### config.mk
export PLATFORM = sky130hd
export DESIGN_NAME = morse_beacon_keyer
export DESIGN_NICKNAME = d
export VERILOG_FILES = /design/src/sv/mbk_pkg.sv /design/src/sv/mbk_debounce.sv /design/src/sv/morse_beacon_keyer.sv
export SDC_FILE = /design/constraint.sdc
export NUM_CORES = 1
export LEC_CHECK = 0
export BUFFER_PORTS_ARGS = -buffer_cell sky130_fd_sc_hd__buf_2
export CORE_ASPECT_RATIO = 1.4
export CORE_MARGIN = 5
export CORE_UTILIZATION = 50
export CTS_CLUSTER_SIZE = 25
export DETAILED_ROUTE_END_ITERATION = 12
export PLACE_DENSITY = 0.72
export SKIP_LAST_GASP = 1
export SLEW_MARGIN = 20
export SYNTH_ARGS = -nofsm -noshare
export SYNTH_HDL_FRONTEND = slang
export SYNTH_SLANG_ARGS = --single-unit
### constraint.sdc
create_clock -name clk -period 7.15 [get_ports clk]
set_input_delay 0 -clock clk [delete_from_list [all_inputs] [get_ports clk]]
set_output_delay 0 -clock clk [all_outputs]
set_load 0.1 [all_outputs]
### src/sv/mbk_pkg.sv
// Shared types, constants and code tables for the Morse beacon keyer.
`default_nettype none

package mbk_pkg;

  // Message store geometry
  localparam int MSG_DEPTH = 64;
  localparam int MSG_AW    = $clog2(MSG_DEPTH);
  localparam int CNT_W     = $clog2(MSG_DEPTH + 1);
  localparam int LEN_W     = 7;

  // Configuration port
  localparam int CFG_IDX_W  = 1;
  localparam int CFG_DATA_W = 12;
  localparam logic [CFG_IDX_W-1:0] CFG_DEBOUNCE = 1'b0;
  localparam logic [CFG_IDX_W-1:0] CFG_DOT      = 1'b1;

  localparam int DEBOUNCE_W = 10;
  localparam int DOT_W      = 12;
  localparam logic [DEBOUNCE_W-1:0] DEBOUNCE_RESET = 10'd50;
  localparam logic [DOT_W-1:0]      DOT_RESET      = 12'd200;

  // Debounce counter saturates here
  localparam int SETTLE_W = 11;
  localparam logic [SETTLE_W-1:0] SETTLE_MAX = 11'd1024;

  // Phase lengths in units
  localparam int UNITS_W = 4;
  localparam logic [UNITS_W-1:0] UNITS_DOT        = 4'd1;
  localparam logic [UNITS_W-1:0] UNITS_DASH       = 4'd3;
  localparam logic [UNITS_W-1:0] UNITS_ELEM_GAP   = 4'd1;
  localparam logic [UNITS_W-1:0] UNITS_LETTER_GAP = 4'd3;
  localparam logic [UNITS_W-1:0] UNITS_WORD_GAP   = 4'd7;
  localparam logic [UNITS_W-1:0] UNITS_REPEAT_GAP = 4'(UNITS_WORD_GAP * 2);

  localparam int TICKS_W = 16;

  // Item kinds
  localparam logic FUNC_TICK = 1'b0;
  localparam logic FUNC_CHAR = 1'b1;

  // Characters of interest
  localparam logic [7:0] CHAR_LF    = 8'h0A;
  localparam logic [7:0] CHAR_CR    = 8'h0D;
  localparam logic [7:0] CHAR_SPACE = 8'h20;

  // Character classes: 0..25 letters, then space, then anything else
  localparam int CLASS_W = 5;
  localparam logic [CLASS_W-1:0] CLASS_SPACE = 5'd26;
  localparam logic [CLASS_W-1:0] CLASS_OTHER = 5'd27;

  typedef enum logic [1:0] {
    MODE_START = 2'd0,
    MODE_WAIT  = 2'd1,
    MODE_SEND  = 2'd2
  } mode_t;

  typedef enum logic [2:0] {
    PH_IDLE       = 3'd0,
    PH_MARK       = 3'd1,
    PH_ELEM_GAP   = 3'd2,
    PH_LETTER_GAP = 3'd3,
    PH_WORD_GAP   = 3'd4,
    PH_REPEAT_GAP = 3'd5
  } phase_t;

  typedef struct packed {
    logic       func;
    logic [7:0] rx_char;
    logic       button_raw;
  } item_t;

  typedef struct packed {
    logic             led_on;
    logic [1:0]       mode;
    logic [LEN_W-1:0] message_length;
    logic             press_seen;
  } result_t;

  // One letter's code: element count and a dash flag per element (element 0 first)
  typedef struct packed {
    logic [2:0] len;
    logic [3:0] dash;
  } code_t;

  function automatic logic [CLASS_W-1:0] char_class(input logic [7:0] c);
    logic [7:0] d;
    d = 8'd0;
    if (c inside {[8'h41:8'h5A]}) begin
      d = c - 8'h41;
      return d[CLASS_W-1:0];
    end else if (c inside {[8'h61:8'h7A]}) begin
      d = c - 8'h61;
      return d[CLASS_W-1:0];
    end else if (c == CHAR_SPACE) begin
      return CLASS_SPACE;
    end
    return CLASS_OTHER;
  endfunction

  function automatic code_t morse_code(input logic [CLASS_W-1:0] letter);
    code_t c;
    case (letter)
      5'd0:    c = '{len: 3'd2, dash: 4'b0010}; // A
      5'd1:    c = '{len: 3'd4, dash: 4'b0001}; // B
      5'd2:    c = '{len: 3'd4, dash: 4'b0101}; // C
      5'd3:    c = '{len: 3'd3, dash: 4'b0001}; // D
      5'd4:    c = '{len: 3'd1, dash: 4'b0000}; // E
      5'd5:    c = '{len: 3'd4, dash: 4'b0100}; // F
      5'd6:    c = '{len: 3'd3, dash: 4'b0011}; // G
      5'd7:    c = '{len: 3'd4, dash: 4'b0000}; // H
      5'd8:    c = '{len: 3'd2, dash: 4'b0000}; // I
      5'd9:    c = '{len: 3'd4, dash: 4'b1110}; // J
      5'd10:   c = '{len: 3'd3, dash: 4'b0101}; // K
      5'd11:   c = '{len: 3'd4, dash: 4'b0010}; // L
      5'd12:   c = '{len: 3'd2, dash: 4'b0011}; // M
      5'd13:   c = '{len: 3'd2, dash: 4'b0001}; // N
      5'd14:   c = '{len: 3'd3, dash: 4'b0111}; // O
      5'd15:   c = '{len: 3'd4, dash: 4'b0110}; // P
      5'd16:   c = '{len: 3'd4, dash: 4'b1011}; // Q
      5'd17:   c = '{len: 3'd3, dash: 4'b0010}; // R
      5'd18:   c = '{len: 3'd3, dash: 4'b0000}; // S
      5'd19:   c = '{len: 3'd1, dash: 4'b0001}; // T
      5'd20:   c = '{len: 3'd3, dash: 4'b0100}; // U
      5'd21:   c = '{len: 3'd4, dash: 4'b1000}; // V
      5'd22:   c = '{len: 3'd3, dash: 4'b0110}; // W
      5'd23:   c = '{len: 3'd4, dash: 4'b1001}; // X
      5'd24:   c = '{len: 3'd4, dash: 4'b1101}; // Y
      5'd25:   c = '{len: 3'd4, dash: 4'b0011}; // Z
      default: c = '{len: 3'd0, dash: 4'b0000};
    endcase
    return c;
  endfunction

endpackage

`default_nettype wire

### src/sv/mbk_debounce.sv
// Button debouncer: settle counter and accepted level, flags a debounced press.
`default_nettype none

module mbk_debounce
  import mbk_pkg::*;
(
  input  wire logic                  clk,
  input  wire logic                  rst,
  input  wire logic                  tick,
  input  wire logic                  raw,
  input  wire logic [DEBOUNCE_W-1:0] limit,
  output logic                       press
);

  logic                stable_button;
  logic                previous_raw;
  logic [SETTLE_W-1:0] settle_count;
  logic [SETTLE_W-1:0] settle_next;
  logic                take_level;

  always_comb begin
    if (raw != previous_raw) begin
      settle_next = '0;
    end else if (settle_count < SETTLE_MAX) begin
      settle_next = settle_count + SETTLE_W'(1);
    end else begin
      settle_next = settle_count;
    end
    take_level = (settle_next > SETTLE_W'(limit)) && (raw != stable_button);
    press      = tick && take_level && !raw;
  end

  always_ff @(posedge clk) begin
    if (rst) begin
      stable_button <= 1'b1;
      previous_raw  <= 1'b1;
      settle_count  <= '0;
    end else if (tick) begin
      settle_count <= settle_next;
      previous_raw <= raw;
      if (take_level) begin
        stable_button <= raw;
      end
    end
  end

endmodule

`default_nettype wire

### src/sv/morse_beacon_keyer.sv
// Morse beacon keyer top level: message store, keying sequencer and result register.
`default_nettype none

// Each beat on the item channel is either a one-millisecond tick carrying the raw
// button level (func 0) or a received serial character (func 1), and each yields
// exactly one result beat with the key level, mode, stored length and a press flag
// for that item. A debounced press (the raw level going low, then held steady for
// more than debounce_ms ticks) empties the message and enters waiting mode,
// also during transmission. In waiting mode characters are stored up to 64;
// CR or LF with a non-empty message starts keying. Letters key dots of one unit
// and dashes of three units (dot_ms ticks per unit, zero taken as one), with one
// unit dark between elements, three after a letter, seven for a space and fourteen
// before the message repeats; other characters are counted but skipped in no time.
// Rate: one item per clock cycle, sustained while result_stall is low. Every item
// is handled in one pass of logic between the item channel and the result
// register, so its result is offered the cycle after acceptance; item_stall
// follows result_stall only while the result register is full. Only letters and
// spaces are kept in the internal store, as 5-bit class codes, which lets the
// sequencer step over the message one entry per phase; its read port is
// registered and always addresses the next read position. No clearing pass is needed after reset.

module morse_beacon_keyer
  import mbk_pkg::*;
(
  input  wire logic                  clk,
  input  wire logic                  rst,
  // item channel
  input  wire logic                  item_valid,
  output logic                       item_stall,
  input  wire item_t                 item,
  // result channel
  output logic                       result_valid,
  input  wire logic                  result_stall,
  output result_t                    result,
  // configuration write port
  input  wire logic                  cfg_we,
  input  wire logic [CFG_IDX_W-1:0]  cfg_index,
  input  wire logic [CFG_DATA_W-1:0] cfg_data
);

  // Configuration registers
  logic [DEBOUNCE_W-1:0] debounce_ms;
  logic [DOT_W-1:0]      dot_ms;

  // Keyer state
  mode_t                 run_mode, run_mode_next;
  logic [CNT_W-1:0]      message_count, message_count_next;
  logic [CNT_W-1:0]      keep_count, keep_count_next;
  logic [CNT_W-1:0]      read_position, read_position_next;
  logic [1:0]            element_position, element_position_next;
  logic [TICKS_W-1:0]    phase_ticks, phase_ticks_next;
  phase_t                phase_kind, phase_kind_next;
  logic                  key_level, key_level_next;

  // Class store: letters and spaces only
  logic [CLASS_W-1:0]    class_store [MSG_DEPTH];
  logic [CLASS_W-1:0]    cur_class;
  logic                  store_we;
  logic [MSG_AW-1:0]     store_waddr;
  logic [CLASS_W-1:0]    store_wdata;

  // Handshake and item decode
  logic                  accept;
  logic                  tick;
  logic                  char_beat;
  logic                  press;
  logic [CLASS_W-1:0]    rx_class;
  logic [DOT_W-1:0]      unit_len;
  code_t                 cur_code;

  // Choice of the next phase when the current one has run out
  phase_t                pick_kind;
  logic [UNITS_W-1:0]    pick_units;
  logic                  pick_lit;
  logic [CNT_W-1:0]      pick_rp;
  logic [1:0]            pick_ep;
  logic [TICKS_W-1:0]    pick_ticks;
  logic [2:0]            next_elem;

  result_t               result_next;

  assign accept     = item_valid && !item_stall;
  assign tick       = accept && (item.func == FUNC_TICK);
  assign char_beat  = accept && (item.func == FUNC_CHAR);
  assign item_stall = result_valid && result_stall;
  assign rx_class   = char_class(item.rx_char);
  assign unit_len   = (dot_ms == '0) ? DOT_W'(1) : dot_ms;
  assign cur_code   = morse_code(cur_class);
  assign next_elem  = {1'b0, element_position} + 3'd1;

  mbk_debounce u_debounce (
    .clk   (clk),
    .rst   (rst),
    .tick  (tick),
    .raw   (item.button_raw),
    .limit (debounce_ms),
    .press (press)
  );

  // Configuration writes
  always_ff @(posedge clk) begin
    if (rst) begin
      debounce_ms <= DEBOUNCE_RESET;
      dot_ms      <= DOT_RESET;
    end else if (cfg_we) begin
      case (cfg_index)
        CFG_DEBOUNCE: debounce_ms <= cfg_data[DEBOUNCE_W-1:0];
        CFG_DOT:      dot_ms      <= cfg_data[DOT_W-1:0];
        default:      ;
      endcase
    end
  end

  // Next phase once the current one is spent (or keying has just started)
  always_comb begin
    pick_kind  = phase_kind;
    pick_units = UNITS_DOT;
    pick_lit   = 1'b0;
    pick_rp    = read_position;
    pick_ep    = element_position;
    case (phase_kind)
      PH_MARK: begin
        if (next_elem < cur_code.len) begin
          // more elements in this letter
          pick_ep    = next_elem[1:0];
          pick_kind  = PH_ELEM_GAP;
          pick_units = UNITS_ELEM_GAP;
        end else begin
          // letter done: advance past it
          pick_ep    = 2'd0;
          pick_rp    = read_position + CNT_W'(1);
          pick_kind  = PH_LETTER_GAP;
          pick_units = UNITS_LETTER_GAP;
        end
      end
      PH_ELEM_GAP: begin
        pick_kind  = PH_MARK;
        pick_units = cur_code.dash[element_position] ? UNITS_DASH : UNITS_DOT;
        pick_lit   = 1'b1;
      end
      default: begin
        // scan: the store holds only letters and spaces
        if (read_position < keep_count) begin
          if (cur_class == CLASS_SPACE) begin
            pick_rp    = read_position + CNT_W'(1);
            pick_kind  = PH_WORD_GAP;
            pick_units = UNITS_WORD_GAP;
          end else begin
            pick_ep    = 2'd0;
            pick_kind  = PH_MARK;
            pick_units = cur_code.dash[0] ? UNITS_DASH : UNITS_DOT;
            pick_lit   = 1'b1;
          end
        end else begin
          // end of message: long gap, then start over
          pick_rp    = '0;
          pick_kind  = PH_REPEAT_GAP;
          pick_units = UNITS_REPEAT_GAP;
        end
      end
    endcase
    pick_ticks = TICKS_W'(pick_units) * TICKS_W'(unit_len);
  end

  // Next state for the whole keyer
  always_comb begin
    run_mode_next         = run_mode;
    message_count_next    = message_count;
    keep_count_next       = keep_count;
    read_position_next    = read_position;
    element_position_next = element_position;
    phase_ticks_next      = phase_ticks;
    phase_kind_next       = phase_kind;
    key_level_next        = key_level;
    store_we              = 1'b0;
    store_waddr           = keep_count[MSG_AW-1:0];
    store_wdata           = rx_class;

    if (tick) begin
      if (press) begin
        // drop the message and stop keying
        run_mode_next         = MODE_WAIT;
        message_count_next    = '0;
        keep_count_next       = '0;
        read_position_next    = '0;
        element_position_next = 2'd0;
        phase_ticks_next      = '0;
        phase_kind_next       = PH_IDLE;
        key_level_next        = 1'b0;
      end else if (run_mode == MODE_SEND) begin
        if (phase_kind == PH_IDLE || phase_ticks == '0) begin
          read_position_next    = pick_rp;
          element_position_next = pick_ep;
          phase_kind_next       = pick_kind;
          key_level_next        = pick_lit;
          phase_ticks_next      = pick_ticks - TICKS_W'(1);
        end else begin
          phase_ticks_next = phase_ticks - TICKS_W'(1);
        end
      end
    end else if (char_beat && run_mode == MODE_WAIT) begin
      if (item.rx_char == CHAR_LF || item.rx_char == CHAR_CR) begin
        if (message_count != '0) begin
          run_mode_next         = MODE_SEND;
          read_position_next    = '0;
          element_position_next = 2'd0;
          phase_ticks_next      = '0;
          phase_kind_next       = PH_IDLE;
          key_level_next        = 1'b0;
        end
      end else if (message_count < CNT_W'(MSG_DEPTH)) begin
        message_count_next = message_count + CNT_W'(1);
        // keep only what takes keying time
        if (rx_class != CLASS_OTHER) begin
          store_we        = 1'b1;
          keep_count_next = keep_count + CNT_W'(1);
        end
      end
    end
  end

  // Result assembly from the state after this item
  always_comb begin
    result_next.led_on         = key_level_next;
    result_next.mode           = run_mode_next;
    result_next.message_length = LEN_W'(message_count_next);
    result_next.press_seen     = press;
  end

  always_ff @(posedge clk) begin
    if (rst) begin
      run_mode         <= MODE_START;
      message_count    <= '0;
      keep_count       <= '0;
      read_position    <= '0;
      element_position <= 2'd0;
      phase_ticks      <= '0;
      phase_kind       <= PH_IDLE;
      key_level        <= 1'b0;
    end else begin
      run_mode         <= run_mode_next;
      message_count    <= message_count_next;
      keep_count       <= keep_count_next;
      read_position    <= read_position_next;
      element_position <= element_position_next;
      phase_ticks      <= phase_ticks_next;
      phase_kind       <= phase_kind_next;
      key_level        <= key_level_next;
    end
  end

  // Store write; the read follows the next read position so the class is ready
  always_ff @(posedge clk) begin
    if (store_we) begin
      class_store[store_waddr] <= store_wdata;
    end
  end

  always_ff @(posedge clk) begin
    cur_class <= class_store[read_position_next[MSG_AW-1:0]];
  end

  // Result register: load on every accepted beat, drop once taken
  always_ff @(posedge clk) begin
    if (rst) begin
      result_valid <= 1'b0;
    end else if (accept) begin
      result_valid <= 1'b1;
    end else if (!result_stall) begin
      result_valid <= 1'b0;
    end
  end

  always_ff @(posedge clk) begin
    if (accept) begin
      result <= result_next;
    end
  end

  // Key only lit during a mark
  a_lit_in_mark: assert property (@(posedge clk) disable iff (rst)
    key_level |-> (phase_kind == PH_MARK))
    else $error("key lit outside a mark phase");

  // Keying runs only while transmitting
  a_idle_unless_send: assert property (@(posedge clk) disable iff (rst)
    (run_mode != MODE_SEND) |-> (phase_kind == PH_IDLE && !key_level))
    else $error("keying active outside transmit mode");

  // Kept entries never outnumber stored characters, nor does the read position
  a_counts: assert property (@(posedge clk) disable iff (rst)
    (keep_count <= message_count) && (read_position <= keep_count))
    else $error("store counters out of order");

  // A press result always shows an empty message in waiting mode
  a_press_result: assert property (@(posedge clk) disable iff (rst)
    (result_valid && result.press_seen) |->
      (result.mode == MODE_WAIT && result.message_length == '0 && !result.led_on))
    else $error("press result with wrong mode or length");

endmodule

`default_nettype wire

======== Word level (Yosys, flattened, before mapping) ========
Memory sizes are Yosys's and may differ from the RTL's. A register that Yosys moved wholly into a read port is not among the register bits.
Cells that the tools add are included.
word-level totals
  flip-flop bits (word level) ............. 92
  bits in latches ......................... 0
  memory bits (writable) .................. 320
  ROM bits ................................ 224
  bits of input ports ..................... 28
  output and inout port bits .............. 13
  logic and storage cells ................. 188
  memories kept ........................... 2
cells by class
  add/subtract/negate cells ............... 9
  multiply operators ...................... 1
  div/mod/pow operators ................... 0
  order comparisons ....................... 10
  equality and inequality tests ........... 21
  shift operators ......................... 0
  multiplexer cells ....................... 93
  bitwise operators ....................... 2
  reductions and logical operators ........ 31
memories
  name              depth  bits a word  read ports  clocked after Yosys merged registers in  wr ports  RTL line                  RTL
  class_store       64     5            1           1                                        1         morse_beacon_keyer.sv:56  logic [CLASS_W-1:0] class_store [MSG_DEPTH];
  (name not given)  32     7            1           0                                        0         mbk_pkg.sv:103            case (letter)
operator list
  kind                   number
  $mux 7                 21
  $mux 16                7
  $mux 2                 18
  $sub 16x1->16 const B  2
  $mux 3                 10
  $mux 1                 23
  $mux 11                2
  $add 7x1->7 const B    3
  $mux 5                 4
  $eq 8x4->1 const B     2
  $ge 8x7->1 const B     2
  $le 8x7->1 const B     2
  $logic_not 16->1       1
  $mul 4x12->16          1
  $reduce_and 8->1       2
  $pmux 7 s2             1
  $logic_not 12->1       1
  $mux 12                1
  $ne 4x4->1 const B     3
  $add 11x1->11 const B  1
  $gt 11x10->1           1
  $lt 11x11->1 const B   1
  $logic_and 1x1->1      10
  $ne 5x5->1 const B     2
  31 further kinds       46

======== Longest topological paths before layout ========
Gate-level depths: netlist of the first run.
  depth in word-level cells ............... 13
  depth in mapped cells ................... 31
  gate-level depth less buffers ........... 30

======== Modules after synthesis ========
A second synthesis of the first run with hierarchy kept.
unflattened totals
  cells, all modules ...................... 1,956
  area total of the unflattened synthesis .. 20,917.6 um^2
modules (own cells, without submodules)
  module              times used  cells each  area an instance (um^2)  seq. area each (um^2)
  morse_beacon_keyer  1           1,825       19,854.0                 11,400.9
  mbk_debounce        1           131         1,063.5                  260.2

======== Least setup slack after synthesis of the first run ========
No wires, ideal clock.
  kind .................................... register to register
  from .................................... reg cur_class[3], read port of class_store
  to ...................................... reg phase_ticks[15]
  setup time .............................. 0.114 ns
  data arrival time ....................... 5.877 ns
  data required time ...................... 7.036 ns
  path slack .............................. 1.158 ns
  stages on the path, launching flop included .. 31
  buffers on the path ..................... 2
  clock period less this slack ............ 5.992 ns
  cells stage by stage .................... dfxtp_1 clkbuf_1 clkinv_1 nor2_1 a21oi_1 o21ai_0 o21ai_0 and2_1 ha_1 o21ai_0 a21bo_2 a31oi_1 a211oi_1 a31oi_1 clkbuf_1 nand2_1 fa_1 fa_1 inv_1 ha_1 nor2b_1 o21ai_0 a21boi_0 o21ai_0 a21boi_0 o2111ai_1 nand3_1 o211ai_1 o21ai_0 xnor2_1 a2111oi_0
between the ends
  longest elaborated chain between the ends .. 11
  elaborated cells on any way between the ends .. 17
  classes of those cells .................. add/sub (1); mul (1); order compare (1); eq/ne (1); mux (12); memory (1)
RTL lines
  element                                                        RTL line                                              RTL
  start: declaration                                             morse_beacon_keyer.sv:57                              logic [CLASS_W-1:0] cur_class;
  $mem_v2 32x7                                                   --
  $bmux 1 s2 / $mux 2 (equally long branches)                    morse_beacon_keyer.sv:138, morse_beacon_keyer.sv:151
  $mux 1 (not written as such) / $mux 3 (equally long branches)  morse_beacon_keyer.sv:138, morse_beacon_keyer.sv:144
  $mux 2 / $mux 4 (equally long branches)                        morse_beacon_keyer.sv:138, morse_beacon_keyer.sv:143
  $pmux 4 s2 *                                                   morse_beacon_keyer.sv:121                             case (phase_kind)
  $mul 4x12->16 *                                                morse_beacon_keyer.sv:162                             pick_ticks = TICKS_W'(pick_units) * TICKS_W'(unit_len);
  $sub 16x1->16 *                                                morse_beacon_keyer.sv:196                             phase_ticks_next = pick_ticks - TICKS_W'(1);
  $mux 16 *                                                      morse_beacon_keyer.sv:191                             if (phase_kind == PH_IDLE || phase_ticks == '0) begin
  $mux 16 *                                                      morse_beacon_keyer.sv:190                             end else if (run_mode == MODE_SEND) begin
  $mux 16 *                                                      morse_beacon_keyer.sv:180                             if (press) begin
  $mux 16 *                                                      morse_beacon_keyer.sv:179                             if (tick) begin
  end signal: assignment                                         morse_beacon_keyer.sv:246                             phase_ticks <= phase_ticks_next;
  end: declaration                                               morse_beacon_keyer.sv:51                              logic [TICKS_W-1:0] phase_ticks, phase_ticks_next;
Every way passes the cells marked *; elsewhere a longest branch is shown, timed or not. The select of a mux whose other input is x is not followed.
A chain may end at the register's enable or synchronous reset.

======== Worst setup path after layout of the first run ========
  from .................................... reg cur_class[0], read port of class_store
  to ...................................... reg phase_ticks[14]
Same word-level chain as after synthesis.

==> results of run 1 <==
-- synthesized netlist by cell type (3+ instances only) --
| library cell | count |
|---|---|
| a31oi_1 | 13 |
| nand2_1 | 173 |
| nor3b_1 | 6 |
| clkbuf_1 | 54 |
| dfxtp_1 | 86 |
| inv_1 | 96 |
| or2_2 | 4 |
| nor3_1 | 32 |
| or3_1 | 9 |
| and2_1 | 18 |
| mux2i_1 | 175 |
| a21oi_1 | 72 |
| buf_6 | 10 |
| a211oi_1 | 4 |
| a41oi_1 | 31 |
| o31ai_1 | 4 |
| and3_1 | 10 |
| buf_4 | 8 |
| a22oi_1 | 6 |
| nand3b_1 | 10 |
| nor4_1 | 14 |
| ha_1 | 68 |
| o22ai_1 | 5 |
| or4_1 | 4 |
| xnor2_1 | 20 |
| o41ai_1 | 3 |
| nor2b_1 | 21 |
| o21ai_0 | 41 |
| nor2_1 | 146 |
| nand4b_1 | 4 |
| a21o_1 | 5 |
| edfxtp_1 | 331 |
| buf_2 | 15 |
| a21boi_0 | 4 |
| xor2_1 | 14 |
| nand3_1 | 168 |
| o2111ai_1 | 5 |
| a211o_1 | 5 |
| a31o_2 | 4 |
| o21ai_1 | 3 |
| nand2b_1 | 14 |
| nand4_1 | 9 |
| fa_1 | 21 |
| o211ai_1 | 4 |
-- report_power, final --
part / internal (mW) / switching (mW)
registers: 2.62 / 0.0129
clock network: 1.22 / 0.953
logic: 0.167 / 0.266
total: 4.01 / 1.23
-- cells in the final DEF, fill, tap and decap left out, types with 10 or more instances in the layout --
master           n
and2_1          17
fa_1            21
nor3_1          32
dlygate4sd3_1   25
and3_1          10
a21oi_1         70
nor2b_1         21
inv_1           96
a31oi_1         12
nand2_1        170
xnor2_1         20
clkinv_1        13
buf_2           40
nand2b_1        14
ha_1            68
o21ai_0         41
nor2_1         146
nand3_1        168
xor2_1          14
a41oi_1         31
clkbuf_16       43
mux2i_1        175
nand3b_1        10
dfxtp_1         85
buf_4           23
edfxtp_1       331
nor4_1          14
-- path summary, 6_finish.rpt --
| check | from | depth (start not counted) | end |
|---|---|---|---|
| worst max register to register | cur_class[0]$_DFF_P_ | 31 | phase_ticks[14]$_SDFFE_PP0P_ |
| worst min-delay path | rst | 3 | u_debounce.settle_count[0]$_SDFFE_PP0P_ |
| worst min register to register | debounce_ms[6]$_SDFFE_PP0P_ | 2 | debounce_ms[6]$_SDFFE_PP0P_ |
| worst max-delay path | cur_class[0]$_DFF_P_ | 31 | phase_ticks[14]$_SDFFE_PP0P_ |
-- timing repair --
| item | 4_1_cts | 5_1_grt |
|---|---|---|
| hold buffers | 25 | 0 |
| resized for setup | 0 | 3 |
| setup endpoints to repair | 0 | 1 |
| endpoints found under the hold margin | 44 | 0 |
-- cell type report --
cell class | instances | area (um2) | area share (%)
Sequential cell | 417 | 11660 | 50.94
Multi-Input combinational cell | 1183 | 8107 | 35.41
Clock buffer | 48 | 1095 | 4.782
Timing Repair Buffer | 93 | 725.7 | 3.170
Tap cell | 534 | 668.1 | 2.919
Inverter | 98 | 371.6 | 1.623
Clock inverter | 28 | 264.0 | 1.153
-- per-layer routing --
metal | up-vias | share of wire, %
li1 | 6629 | -
met1 | 6859 | 38
met2 | 464 | 52
met3 | 125 | 5.1
met4 | 0 | 4.9
met5 | - | 0
-- critical path: cells and delay by family (launching register included) --
family	cells	cell delay (ps)
AO/OA/AOI/OAI	15	2680
adder cells (fa/ha/maj)	5	1720
AND/OR/NAND/NOR	6	750
flip-flops	1	490
buffers and inverters	4	490
multiplexers	1	130
-- cells by family after synthesis --
family                   Yosys count
buffers and inverters            187
AND/OR/NAND/NOR                  646
multiplexers                     179
AO/OA/AOI/OAI                    235
XOR/XNOR                          34
adder cells (fa/ha/maj)           89
flip-flops                       417
-- state kept, by name, summed over array words and instances (netlist names) --
signal                    count
result_valid                  1
u_debounce.stable_button      1
phase_ticks                  16
u_debounce.settle_count      11
element_position              2
cur_class                     5
keep_count                    7
class_store                 320
phase_kind                    3
result                       11
read_position                 7
u_debounce.previous_raw       1
key_level                     1
message_count                 7
dot_ms                       12
debounce_ms                  10
run_mode                      2
==> impl_results.md, run 1 <==
* Status: finished, final reports clean
* Synthesized area per cell at between 10 and 15 um2
* Largest family of logic cells by synthesized area: simple AND/OR/NAND/NOR gates
* Worst path required time at between 7000 and 8000 ps
* Die H at about 250 um
* Grt met3 use at under 10%
* Via count at between 10000 and 15000
* Syn Inst Count at about 1800
* First DRT Iteration DRCs at approximately 1000
* Worst Path Max Fanout at 12
* Antenna violations before repair at 0
* Asr flop ratio synth at 0%
* CP max stage delay at between 500 and 600 ps
* Final setup fails at 0
* Synthesized cell area at roughly 21000 um2
* GRT met2 Usage at 36.67%
* Yosys reg bits at roughly 420
* Number of flops mapped to enable cells by yosys at 331
* Number of H-tree levels at 2
* Avg Vias per Cell at between 5 and 6
* CTS tree: done
* Total wire length at 46.68 mm
* Full die area at between 40000 and 50000 um2
* Slew HR at 33.51%
* Fin worst setup slack at about 740 ps
* WHS at ~140 ps
* Post-route design area at 22890 um2
* Crit path DAT at ~6800 ps
* Net count, final at about 2000
* Rows at 87
* TritonCTS Sinks at 417
* Clock Path Buffers at 3
* Final Hold Viols at 0
* Busiest grt layer: met2
* Cells after DPL at roughly 2300
* RSZ-0062 raised after global routing: false
* Area share of the largest cell type after synthesis at between 40% and 50%
* Residual DRC at 0
* XOR/XNOR Fraction of Synth Area at roughly 1.5%
* Post-layout min period at roughly 6400 ps
* Top achievable clock speed at between 0.15 and 0.2 GHz
* CTS clock-pin slew for the worst setup and hold paths at roughly 70 ps
* Tcrit/Tclk final at 89.61%
* Total power at roughly 5.2 mW
* Clock buffer count from CTS at 42
* Critical path startpoint category: register
* Area share of fa/ha/maj cells after synthesis at around 6.2%
* Max cap viols at 0
* CP Class: register to register
* Final Core Density at between 50 and 60%
* Mux cell area share after synthesis at ~8.9%
* Share of cells above drive strength 1 at under 10%
* Router iterations before antenna repair at 6
* Ys Warns at 0
* Drt wl/cell at approximately 20 um
* Yosys cell types at 70
* Setup_tns at 0 ps
* Crit path capture type: register
* Routability cong. at between 0.8 and 0.9
* Starting density of the core at roughly half
* Fillcell total at roughly 3300
* Register area share after synthesis at a little under three fifths
* Area leader, netlist: edfxtp_1
* Setup slack, reg-to-reg at approximately 740 ps
* First-pass GRT wire length at between 70 and 80 mm
* Prevailing post-synth register cell: edfxtp_1
* Dpl ws at 617.9 ps
* Total global-route track usage at 20.19%
* Post-Route Skew at 34.52 ps
* Area Growth Syn to Fin at 11.54%
* PortBufs at 40
* Fin. max-slew vios at 0
* Antenna-violating nets left at 0
* Clk root buf: clkbuf_16
* Largest net degree at the start of global routing at 84
* Die width at between 150 and 200 um
* Post-CTS setup buffer count at 0
* Final non-filler cell total at approximately 2400
* Hpwl dp at approximately 30 mm
* Core Area at between 40000 and 50000 um2
* Met1 Use GR at 23.37%
* Vias in the first global route at approximately 14000
* Pwr dens at between 200 and 250 nW/um2
* # IOs at 41
* Clock Latency Late Sink at 570 ps
* Slowest CP cell: fa_1
* Synth Area in Compound Gates at under 10%
* Dpl cell area at roughly 21000 um2
* Simple logic cell fraction of the synthesized area at between 10% and 20%
* Top cells by area, synth: edfxtp_1, mux2i_1, dfxtp_1, ha_1, nand3_1
* Overflow after GRT at 0
* # diodes at 0
* Max VDD drop at 0.0001497 V
* Worst Tran Pin Value at between 900 and 1000 ps
* Synthesized Nets at 1904
* Hold Path Class: input port to register
* Leak at ~9.4 nW
(Power assumes the default switching activity.)
==> run 2: changes to the inputs <==
- ABC_AREA: default -> 1
- clock period: 7.15 -> 8.1 ns (I/O delays scaled with it)
==> impl_results.md, run 2 <==
* Status: finished, final reports clean
* Clk root buf: clkbuf_16
* Routability cong. at 0.8884
* Area Growth Syn to Fin at 9.501%
* Register area share after synthesis at a little over half
* CTS clock-pin slew for the worst setup and hold paths at approximately 60 ps
* Vias in the first global route at 16260
* Total global-route track usage at a little over a fifth
* Overflow after GRT at 0
* Hpwl dp at between 30 and 40 mm
* Largest family of logic cells by synthesized area: simple AND/OR/NAND/NOR gates
* Fin. max-slew vios at 0
* Antenna-violating nets left at 0
* Clock Path Buffers at 3
* Die width at 186.0 um
* WHS at between 40 and 50 ps
* Synthesized cell area at between 20000 and 25000 um2
* Clock Power Share at roughly 38%
* RSZ-0062 raised after global routing: false
* Number of flops mapped to enable cells by yosys at 331
* Worst Tran Pin Value at 1007 ps
* Clock Latency Late Sink at about 570 ps
* Avg Vias per Cell at roughly 5.5
* Via count at between 15000 and 20000
* Hold Path Class: input port to register
* Final Hold Viols at 0
* CP max stage delay at 770 ps
* Total power at around 5 mW
* Commonest non-fill, non-tap cell in the layout: nand2_1
* CP dominant cell by count: nand2_1
* Leading cell types in the layout, fill and taps excluded: nand2_1, inv_1, nand3_1, edfxtp_1, nor2_1
* Starting density of the core at between 50% and 60%
* Top-count cell post-synth: nand2_1
* Total wire length at approximately 52 mm
* Core Area at around 43000 um2
* Synthesized area per cell at 9.104 um2
* Number of flip-flops in the largest register at 320
* Mux cell area share after synthesis at less than 1%
* PortBufs at 40
* Clock buffer count from CTS at 40
* Crit path capture type: register
* Residual DRC at 0
* First-pass GRT wire length at just over 80 mm
* CTS tree: done
* Largest net degree at the start of global routing at 81
* Largest regs: class_store x320, phase_ticks x16, dot_ms x12
* Area share of fa/ha/maj cells after synthesis at roughly 5.9%
* Slew HR at 32.63%
* TritonCTS Sinks at roughly 420
* Max VDD drop at around 0.00019 V
* Setup_tns at 0 ps
* Yosys reg bits at between 400 and 500
* Pwr dens at approximately 210 nW/um2
* Antenna violations before repair at 0
* Critical path startpoint category: register
* Tcrit/Tclk final at 74.57%
* # diodes at 0
* Leak at around 9.8 nW
* Yosys cell types at 55
* XOR/XNOR Fraction of Synth Area at 1.045%
* Rows at 90
* Most flops, register: class_store
* Top achievable clock speed at between 0.15 and 0.2 GHz
* Comb pwr share at 14.7%
* Die H at approximately 260 um
* Top cells by count, synth: nand2_1, inv_1, nand3_1
* Number of H-tree levels at 2
* # IOs at between 40 and 50
* Simple logic cell fraction of the synthesized area at around 24%
* Max cap viols at 0
* Post-layout min period at ~6000 ps
* Synth Area in Compound Gates at under 10%
* Ys Warns at 0
* Area leader, netlist: edfxtp_1
* Syn Inst Count at about 2400
* Share of cells above drive strength 1 at just over 6%
* Area share of the largest cell type after synthesis at 45.85%
* Drt wl/cell at around 17 um
* Worst Path Max Fanout at 15
* Prevailing post-synth register cell: edfxtp_1
* Asr flop ratio synth at 0%
* Full die area at between 40000 and 50000 um2
* Synthesized Nets at around 2500
* Post-Route Skew at between 20 and 25 ps
* Worst path required time at 8490 ps
* Net count, final at 2514
* Sw Pwr at around 1.3 mW
* CP Class: register to register
* Fillcell total at approximately 3800
* Top cells by area, synth: edfxtp_1, nand3_1, dfxtp_1, nand2_1, inv_1
* Slowest CP cell: nor2_1
* Post-CTS setup buffer count at 0
* Final setup fails at 0
* Internal power at about 3.6 mW
* Sw Share at 26.10%
* Router iterations before antenna repair at 6
* First DRT Iteration DRCs at 1434
* Crit path DAT at 6430 ps
* Flop pwr share at approximately 48%
## run 2: cell types whose count changed in the layout (fill, tap and decap cells not counted), sizes merged, moves of 15 or more
cell / change
nand3: +223
buf: -15
a21oi: +16
and2: -17
mux2i: -174
o21ai: +25
nand2: +256
a41oi: -30
nor2: +16
nand3b: +91
inv: +304
nor2b: -21
## run 2: per-layer routing
| layer | vias up | wire length (um) | global-route usage [%] |
|---|---|---|---|
| met2 | 544 | 26300 | 38.22 |
| met5 | - | 0 | 0 |
| li1 | 7962 | - | - |
| met1 | 7724 | 19700 | 24.92 |
| met3 | 154 | 2984 | 3.289 |
| met4 | 0 | 2713 | 10.39 |
## run 2: critical path, delay by kind of cell (launching register included)
family                     cells  cell delay [ps]
adders and majority gates      5             2030
DFF                            1              430
AOI/OAI and AO/OA              8             1210
and+or+nand+nor               13             1740
buffers and inverters          4              290
xor gates and xnor gates       1              160
## run 2: cells by family (layout without fill, tap and decap cells)
| family | after synthesis | count (layout) |
|---|---|---|
| mux | 2 | 2 |
| simple gates | 1128 | 1128 |
| flops | 417 | 417 |
| buf+inv | 508 | 555 |
| compound gates | 212 | 212 |
| xor+xnor | 25 | 25 |
| fa+ha+maj | 89 | 89 |
## run 2: area by class of cell
type	instances	area (um2)	area share, %
clock buffer	51	1072	4.517
clock inverter	22	217.7	0.9172
inverter	405	1521	6.410
multi-input combinational	1456	8035	33.85
sequential	417	11660	49.13
tap	552	690.7	2.910
timing repair buffer	77	538.0	2.267
## run 2: path summary, 6_finish.rpt
path                               start                            to  slack (ps)  cells after the start
min reg2reg  debounce_ms[3]$_SDFFE_PP0P_   debounce_ms[3]$_SDFFE_PP0P_         470                      2
max           keep_count[4]$_SDFFE_PP0P_  phase_ticks[15]$_SDFFE_PP0P_        2060                     31
max reg2reg   keep_count[4]$_SDFFE_PP0P_  phase_ticks[15]$_SDFFE_PP0P_        2060                     31
min                              item[6]        run_mode[0]$_SDFF_PP0_          40                      5
## run 2: power groups by stage
stage	Clock, mW	Combinational, mW	Sequential (mW)
floorplan	0	0.535	2.40
global placement	0	0.704	2.38
detailed placement	0	0.713	2.38
CTS	1.88	0.727	2.33
global route	1.96	0.852	2.33
finish	1.86	0.721	2.33
## run 2: timing repair
item	4_1_cts	5_1_grt
gates resized for setup	0	0
hold endpoints to repair	45	0
hold buffers	24	0
## run 2: through the flow
| stage | setup WS (ps) | utilization [%] | std cells | cell area (um2) |
|---|---|---|---|---|
| after floorplan | 2825 | - | 2381 | 21680 |
| after global placement | 2173 | 51.62 | 2883 | 22210 |
| after detailed placement | 2107 | 51.62 | 2883 | 22210 |
| after CTS | 2073 | 55.18 | 2980 | 23740 |
| after global routing | 1387 | 55.18 | 2980 | 23740 |
| final | 2060 | 55.18 | 2980 | 23740 |
==> run 3: changes to the inputs <==
- PLACE_DENSITY: 0.72 -> 0.74
- clock period: 8.1 -> 5.06 ns (I/O delays scaled with it)
==> impl_results.md, run 3 (synthesized netlist as in run 2, its figures left out) <==
* Commonest non-fill, non-tap cell in the layout: nand2_1
* TritonCTS Sinks at 417
* Slowest CP cell: fa_1
* First-pass GRT wire length at about 87 mm
* Pwr dens at between 300 and 400 nW/um2
* Worst path required time at approximately 5400 ps
* Starting density of the core at 50.39%
* # diodes at 0
* Avg Vias per Cell at between 5 and 6
* CP max stage delay at roughly 520 ps
* Clock Latency Late Sink at between 500 and 600 ps
* Die width at 186.0 um
* # IOs at between 40 and 50
* Number of flip-flops in the largest register at 320
* Fillcell total at around 3600
* Leading cell types in the layout, fill and taps excluded: nand2_1, nand3_1, inv_1, edfxtp_1, nor2_1
* Setup_tns at -66.39 ps
* Clock Power Share at between 30% and 40%
* Fin. max-slew vios at 0
* Max cap viols at 0
* Total global-route track usage at around 23%
* Clock Path Buffers at 3
* Full die area at around 48000 um2
* CP dominant cell by count: nand2_1
* Flop pwr share at a little under half
* Hold Path Class: input port to register
* PortBufs at 40
* Final setup fails at 1
* Sw Pwr at 2.226 mW
* Crit path DAT at between 5000 and 6000 ps
* CTS tree: done
* CP Class: register to register
* Overflow after GRT at 0
* RSZ-0062 raised after global routing: true
* Fin worst setup slack at -66.39 ps
* Worst Path Max Fanout at 8
* Top achievable clock speed at 0.1951 GHz
* Net count, final at ~2600
* Core Area at between 40000 and 50000 um2
* Tcrit/Tclk final at 101.3%
* Final Core Density at 57.36%
* First DRT Iteration DRCs at 1469
* Clk root buf: clkbuf_16
* Antenna-violating nets left at 0
* Post-Route Skew at between 20 and 30 ps
* Die H at ~260 um
* Routability cong. at between 0.9 and 1
* Hpwl dp at 35.01 mm
* Slew HR at between 30% and 40%
* Most flops, register: class_store
* Status: complete, but fails checks
* Rows at 90
* Router iterations before antenna repair at 6
* Critical path startpoint category: register
* Sw Share at 27.19%
* Number of H-tree levels at 2
* CTS clock-pin slew for the worst setup and hold paths at about 70 ps
* Max VDD drop at about 0.00029 V
* Worst Tran Pin Value at about 920 ps
* Leak at ~10 nW
* Total wire length at ~55 mm
* Area Growth Syn to Fin at 13.82%
* Via count at 17100
* Setup slack, reg-to-reg at -70 ps
* Comb pwr share at about a fifth
* Internal power at 5.962 mW
* Vias in the first global route at between 15000 and 20000
* Largest net degree at the start of global routing at 131
* Largest regs: class_store x320, phase_ticks x16, dot_ms x12
* Antenna violations before repair at 0
* Clock buffer count from CTS at 40
* Post-layout min period at 5126 ps
* Total power at roughly 8.2 mW
* Share of cells above drive strength 1 at a little under an eighth
* Drt wl/cell at 17.90 um
* Final Hold Viols at 0
* Crit path capture type: register
* Residual DRC at 0
* Failing checks: setup timing
[run 3: changes by cell type in the layout (fill, tap and decap cells not counted), moves of 5 or more]
cell	before	now
buf_4	13	92
nand2_1	418	410
buf_12	0	5
o21ai_0	67	57
o21ai_1	1	6
nand2_2	6	14
inv_2	8	13
a21oi_1	88	79
ha_4	0	9
ha_1	68	59
inv_1	392	384
nor2_1	158	152
o21ai_2	1	6
a21oi_2	0	7
[run 3: final timing paths]
kind | startpoint | to | cells after the start
max | cur_class[1]$_DFF_P_ | phase_ticks[15]$_SDFFE_PP0P_ | 35
min reg2reg | debounce_ms[3]$_SDFFE_PP0P_ | debounce_ms[3]$_SDFFE_PP0P_ | 2
min | item[6] | run_mode[0]$_SDFF_PP0_ | 5
max reg2reg | cur_class[1]$_DFF_P_ | phase_ticks[15]$_SDFFE_PP0P_ | 35
[run 3: metal layers]
metal  vias to the layer above  GRT usage [%]  wire, um
li1                       8137              -         -
met1                      8117          26.31     20460
met2                       674          40.88     28570
met3                       171          3.119      3302
met4                         0          10.13      2537
met5                         -              0         0
[run 3: repair_timing]
| item | in CTS | in global routing |
|---|---|---|
| setup endpoints to repair | 4 | 14 |
| pin swaps | 7 | 33 |
| hold buffers | 23 | 0 |
| gates resized for setup | 23 | 52 |
| hold endpoints to repair | 34 | 0 |
| cloned | 0 | 1 |
| buffers inserted | 5 | 6 |
[run 3: per-stage QoR]
stage / hold slack (ps) / setup slack, ps / cells / area (um2)
2_1_floorplan: 130.4 / 21.25 / 2381 / 21690
3_3_place_gp: 236.6 / -272.2 / 2959 / 22850
3_5_place_dp: 242.4 / -252.2 / 2959 / 22850
4_1_cts: 26.76 / 2.605 / 3058 / 24420
5_1_grt: 72.06 / -416.7 / 3065 / 24670
6_report: 29.88 / -66.39 / 3065 / 24670
[run 3: critical path: cells and delay by family, from the launching register on]
kind	cells	cell delay (ps)
buf+inv	4	340
simple gates	17	1260
flops	1	330
xor+xnor	1	140
fa+ha+maj	5	1670
compound gates	8	1200
[run 3: area by class of cell]
type / instances / area [um2] / area share, %
sequential: 417 / 11660 / 47.27
multi-input combinational: 1456 / 8295 / 33.62
inverter: 405 / 1531 / 6.207
timing repair buffer: 164 / 1296 / 5.254
clock buffer: 48 / 1031 / 4.179
tap: 552 / 690.7 / 2.799
clock inverter: 23 / 163.9 / 0.6643
[run 3: power by group through the flow]
stage	registers (mW)	clock network, mW	logic (mW)
global route	3.74	2.97	1.86
floorplan	3.84	0	0.861
CTS	3.73	2.83	1.49
detailed placement	3.81	0	1.32
global placement	3.81	0	1.29
finish	3.74	2.79	1.66
